<file path="config.mk">
export PLATFORM = sky130hd
export DESIGN_NAME = ohs_ctrl
export DESIGN_NICKNAME = d
export VERILOG_FILES = /design/src/sv/ohs_pkg.sv /design/src/sv/ohs_ctrl.sv
export SDC_FILE = /design/constraint.sdc
export NUM_CORES = 1
export LEC_CHECK = 0
export ABC_AREA = 1
export ABC_CLOCK_PERIOD_IN_PS = 1920
export BUFFER_PORTS_ARGS = -buffer_cell sky130_fd_sc_hd__buf_2
export CAP_MARGIN = 10
export CORE_MARGIN = 5
export CORE_UTILIZATION = 40
export DETAILED_ROUTE_END_ITERATION = 16
export PLACE_DENSITY = 0.76
export SLEW_MARGIN = 20
export SYNTH_ARGS = -nofsm -noshare
export SYNTH_HDL_FRONTEND = slang
export SYNTH_SLANG_ARGS = --single-unit
export TNS_END_PERCENT = 50
</file>
<file path="constraint.sdc">
create_clock -name clk -period 1.92 [get_ports clk]
set_input_delay 0.096 -clock clk [delete_from_list [all_inputs] [get_ports clk]]
set_output_delay 0.096 -clock clk [all_outputs]
set_load 0.01 [all_outputs]
</file>
<file path="src/sv/ohs_pkg.sv">
// Package for the open-addressing hash set: sizes, hash constants, codes,
// controller states and the command/status structs between ctrl and datapath.
// No dependencies.
package ohs_pkg;

    // Table geometry
    localparam int SLOTS      = 4096;
    localparam int SLOT_W     = $clog2(SLOTS);
    localparam int CNT_W      = SLOT_W + 1;
    localparam int KEY_W      = 64;
    localparam int LOAD_LIMIT = (SLOTS * 3) / 4;

    // Empty-slot marker, also the reserved key
    localparam logic [KEY_W-1:0] EMPTY_KEY = '1;

    // fmix64 constants
    localparam logic [KEY_W-1:0] FMIX_C1    = 64'hff51_afd7_ed55_8ccd;
    localparam logic [KEY_W-1:0] FMIX_C2    = 64'hc4ce_b9fe_1a85_ec53;
    localparam int               FMIX_SHIFT = 33;

    // Operation codes
    localparam logic OP_INSERT = 1'b0;
    localparam logic OP_CLEAR  = 1'b1;

    // Status codes
    localparam logic [1:0] STATUS_OK       = 2'd0;
    localparam logic [1:0] STATUS_FULL     = 2'd1;
    localparam logic [1:0] STATUS_RESERVED = 2'd2;

    typedef enum logic [3:0] {
        ST_INIT,
        ST_IDLE,
        ST_CHECK,
        ST_M1_LO,
        ST_M1_CR1,
        ST_M1_CR2,
        ST_M2_LO,
        ST_M2_CR1,
        ST_M2_CR2,
        ST_PROBE_RD,
        ST_PROBE_CHK,
        ST_WIPE,
        ST_DONE
    } state_t;

    // Partial-product step of a 64x64 (mod 2^64) multiply on one 32x32 unit
    typedef enum logic [1:0] {
        MUL_LO,
        MUL_CR1,
        MUL_CR2
    } mul_step_t;

    typedef enum logic [2:0] {
        RES_NEW,
        RES_FOUND,
        RES_FULL,
        RES_RESERVED,
        RES_CLEAR
    } res_kind_t;

    typedef struct packed {
        logic       accept;
        logic       mul_en;
        mul_step_t  mul_step;
        logic       mul_c2;
        logic       load_idx;
        logic       mem_rd;
        logic       probe_adv;
        logic       store;
        logic       sweep_en;
        logic       occ_clr;
        logic       res_load;
        res_kind_t  res_kind;
        logic       push;
    } ctrl_cmd_t;

    typedef struct packed {
        logic is_clear;
        logic is_reserved;
        logic at_limit;
        logic hit_empty;
        logic hit_key;
        logic probe_last;
        logic sweep_last;
        logic out_free;
    } dp_stat_t;

endpackage

</file>
<file path="src/sv/ohs_ctrl.sv">
// Controller state machine for the hash set: sequences hashing, probing,
// table wipes and result hand-off. Depends on ohs_pkg.
module ohs_ctrl
    import ohs_pkg::*;
(
    input  logic       clk,
    input  logic       rst_n,
    input  logic       in_valid,
    output logic       in_stall,
    input  dp_stat_t   stat,
    output ctrl_cmd_t  cmd
);

    state_t state_reg;
    state_t state_next;

    // State register; reset starts the wipe of the slot store
    always_ff @(posedge clk or negedge rst_n)
    begin
        if (!rst_n)
        begin
            state_reg <= ST_INIT;
        end
        else
        begin
            state_reg <= state_next;
        end
    end

    // Next state
    always_comb
    begin
        state_next = state_reg;
        case (state_reg)
            ST_INIT:
            begin
                if (stat.sweep_last)
                begin
                    state_next = ST_IDLE;
                end
            end
            ST_IDLE:
            begin
                if (in_valid)
                begin
                    state_next = ST_CHECK;
                end
            end
            ST_CHECK:
            begin
                if (stat.is_clear)
                begin
                    state_next = ST_WIPE;
                end
                else if (stat.is_reserved || stat.at_limit)
                begin
                    state_next = ST_DONE;
                end
                else
                begin
                    state_next = ST_M1_LO;
                end
            end
            ST_M1_LO:     state_next = ST_M1_CR1;
            ST_M1_CR1:    state_next = ST_M1_CR2;
            ST_M1_CR2:    state_next = ST_M2_LO;
            ST_M2_LO:     state_next = ST_M2_CR1;
            ST_M2_CR1:    state_next = ST_M2_CR2;
            ST_M2_CR2:    state_next = ST_PROBE_RD;
            ST_PROBE_RD:  state_next = ST_PROBE_CHK;
            ST_PROBE_CHK:
            begin
                if (stat.hit_empty || stat.hit_key || stat.probe_last)
                begin
                    state_next = ST_DONE;
                end
                else
                begin
                    state_next = ST_PROBE_RD;
                end
            end
            ST_WIPE:
            begin
                if (stat.sweep_last)
                begin
                    state_next = ST_DONE;
                end
            end
            ST_DONE:
            begin
                if (stat.out_free)
                begin
                    state_next = ST_IDLE;
                end
            end
            default:      state_next = ST_INIT;
        endcase
    end

    // Outputs
    always_comb
    begin
        cmd          = '0;
        cmd.mul_step = MUL_LO;
        cmd.res_kind = RES_CLEAR;
        in_stall     = (state_reg != ST_IDLE);

        cmd.mul_en = state_reg inside {ST_M1_LO, ST_M1_CR1, ST_M1_CR2,
                                       ST_M2_LO, ST_M2_CR1, ST_M2_CR2};
        cmd.mul_c2 = state_reg inside {ST_M2_LO, ST_M2_CR1, ST_M2_CR2};

        case (state_reg)
            ST_INIT:
            begin
                cmd.sweep_en = 1'b1;
            end
            ST_IDLE:
            begin
                cmd.accept = in_valid;
            end
            ST_CHECK:
            begin
                if (!stat.is_clear && stat.is_reserved)
                begin
                    cmd.res_load = 1'b1;
                    cmd.res_kind = RES_RESERVED;
                end
                else if (!stat.is_clear && stat.at_limit)
                begin
                    cmd.res_load = 1'b1;
                    cmd.res_kind = RES_FULL;
                end
            end
            ST_M1_LO, ST_M2_LO:
            begin
                cmd.mul_step = MUL_LO;
            end
            ST_M1_CR1, ST_M2_CR1:
            begin
                cmd.mul_step = MUL_CR1;
            end
            ST_M1_CR2:
            begin
                cmd.mul_step = MUL_CR2;
            end
            ST_M2_CR2:
            begin
                cmd.mul_step = MUL_CR2;
                cmd.load_idx = 1'b1;
            end
            ST_PROBE_RD:
            begin
                cmd.mem_rd = 1'b1;
            end
            ST_PROBE_CHK:
            begin
                if (stat.hit_empty)
                begin
                    cmd.store    = 1'b1;
                    cmd.res_load = 1'b1;
                    cmd.res_kind = RES_NEW;
                end
                else if (stat.hit_key)
                begin
                    cmd.res_load = 1'b1;
                    cmd.res_kind = RES_FOUND;
                end
                else if (stat.probe_last)
                begin
                    cmd.res_load = 1'b1;
                    cmd.res_kind = RES_FULL;
                end
                else
                begin
                    cmd.probe_adv = 1'b1;
                end
            end
            ST_WIPE:
            begin
                cmd.sweep_en = 1'b1;
                if (stat.sweep_last)
                begin
                    cmd.occ_clr  = 1'b1;
                    cmd.res_load = 1'b1;
                    cmd.res_kind = RES_CLEAR;
                end
            end
            ST_DONE:
            begin
                cmd.push = stat.out_free;
            end
            default:
            begin
                cmd.sweep_en = 1'b0;
            end
        endcase
    end

endmodule

</file>
==> flow_summary.ini <==
[status]
outcome = finished, final reports clean

[clocking]
clk_pin_slew_ns = 0.04
clkSinkCount = 4
clk_latency_ns = 0.23
clockBufferDepth = 2
postCtsSetupRepairBufs = 0
cts_resized = 0
cts_tree = done
cts_max_level = 1
cts-hold-fix-buffers = 1
cts_made_buffers = 3
cts-root-buf = clkbuf_4

[timing]
finalSetupViolations = 0
relSlewSlack_pct = 77.7
rsz0062_at_grt = no
min_period_over_period_pct = 83.4
timing.fmax_mhz = 624
fin_skew_ns = 0.00349
finalSetupTns_ns = 0
slew_violations = 0
worstMarginPinSlew_ns = 0.330
hold_viol = 0
min_period_ns = 1.60

[floorplanning]
die_width_microns = 46.2
rows = 13
die_h_microns = 46.2
start_util_pct = 41.2
dieArea_sq_um = 2130
ioPinCount = 28
core-area_sq_um = 1270

[setup_path]
crit_chain = nor2_1, nand2_1, inv_1, a21oi_1, o31ai_1, buf_2
critPathSlowestCell = dfrtp_1
critPathKind = register to primary output
start_kind = register
path_max_fanout = 7
critPathCaptureType = primary output
r2r-start = state_reg[0]
cp_data_arrival_time_ns = 1.51
max_stage_delay_ns = 0.44
startpoint = state_reg[0]
required_ns = 1.82

[grt]
grt_max_degree = 8
grt_overflow_total = 0
grt_pass1_wl_mm = 2.24
grt_pass1_vias = 552
antenna_found_initial = 0
grt_usage_pct = 13.8

[detailed_routing]
drcViolationCount = 0
drtPass1Iterations = 4
drt-initial-drc-count = 12
via_per_inst = 4.71
ant_nets = 0
routed_wl_mm = 1.37
wire_per_inst_microns = 9.16
dr_total_vias = 706

[power_and_ir_drop]
powerDensity_nw_per_um2 = 1310
power_uw = 927
vdd_drop_max_mv = 0.591
cellLeakagePower_uw = 0.000495

[synthesis]
synth.area.top_cells = nand2_1 (26%), dfrtp_1 (19%), nor2_1 (14%)
synth-edff-count = 0
synth_ff_type = dfrtp_1
synth_top_area_share_pct = 25.8
synth_area_leader_cell = nand2_1
yosys_warnings = 0
synth.avg_cell_area_sq_um = 5.03
netlist_instances = 104
synth_area_sq_um = 523
synth_common_cells = nand2_1 (36), nor2_1 (19), inv_1 (18)
ys_async_sr_fraction_pct = 100
synth_seq_area_share_pct = 19.1
ys_ff_latch = 4
yosysUniqueCellTypes = 12
syn_nets = 115
synth_most_common_cell = nand2_1

[cells_and_area]
register_area_sq_um = 100
largest_register_ff_count = 4
area_delta_synth_final_pct = 35.6
layout-drive-gt1-share_pct = 28.9
num-nets-final = 148
multi_input_comb_area_sq_um = 352
fillCellCount = 140
diodes = 0
fin_area_sq_um = 709

[run]
drv_cap = 0

[placed_design]
port_buffers = 27
gp_congestion = 0.874
place_area_sq_um = 677
hpwl_mm = 1.19

[hold_path]
hp-class = input pin to register
hp-start = stat[1]
-- where the power goes --
group / total, uW / switching [uW] / internal, uW
clock: 99.8 / 30.2 / 69.6
combinational: 654 / 421 / 234
sequential: 173 / 49.4 / 124
-- layout by cell type (no fill, tap or decap) --
master / Yosys / routed
nand2_2: 3 / 3
o21ai_0: 6 / 6
a21oi_1: 1 / 1
dlygate4sd3_1: 0 / 1
clkbuf_4: 0 / 3
inv_2: 1 / 1
buf_2: 0 / 27
inv_1: 18 / 18
nor2_2: 4 / 4
a21oi_2: 1 / 1
dfrtp_1: 4 / 4
nor2_1: 19 / 19
nand3_1: 10 / 10
o31ai_1: 1 / 1
nand2_1: 36 / 36
-- stage by stage --
step | worst slack [ns] | hold WS (ns) | utilization, % | cells
3_5_place_dp | 0.592 | -0.0940 | 53.4 | 146
2_1_floorplan | 0.711 | -0.200 | - | 104
5_1_grt | 0.144 | 0.197 | 55.9 | 150
6_report | 0.318 | 0.168 | 55.9 | 150
3_3_place_gp | 0.625 | -0.0960 | 53.4 | 146
4_1_cts | 0.340 | 0.174 | 55.9 | 150
-- logic make-up (layout without fill, tap and decap cells) --
family                 count (synthesis)  in the layout  synth area share (%)
AOI/OAI and AO/OA                      9              9                  9.81
buffers and inverters                 19             50                  13.6
DFF                                    4              4                  19.1
and+or+nand+nor                       72             72                  57.4
-- final cells by class --
class                      instances  area share (%)
multi-input combinational         81            49.6
timing repair buffer              28            20.5
tap                               15            2.65
clock buffer                       3            3.17
sequential                         4            14.1
inverter                          19            10.1
-- metal layers --
layer  part of all wire (%)  track usage, %  up-vias
li1                       -               -      380
met1                     46            19.8      296
met2                     44            20.9       28
met3                    9.2            1.95        2
met4                   0.87            4.55        0
met5                      0               0        -
-- final timing paths --
check | endpoint | slack [ns] | depth (start not counted)
hold / removal | state_reg[1] | 0.17 | 4
setup / recovery | cmd[11] | 0.32 | 6
max in group asynchronous | state_reg[1] | 1.59 | 2
setup reg to reg | state_reg[2] | 0.60 | 6
hold reg to reg | state_reg[3] | 0.57 | 2
min in group asynchronous | state_reg[0] | 0.21 | 2
-- critical path, delay by kind of cell (launching register included) --
kind | cells | cell delay [ns]
DFF | 1 | 0.44
AOI/OAI and AO/OA | 2 | 0.12
and+or+nand+nor | 2 | 0.46
buffers and inverters | 2 | 0.26
Note: power is estimated with default switching activity, not from simulation.
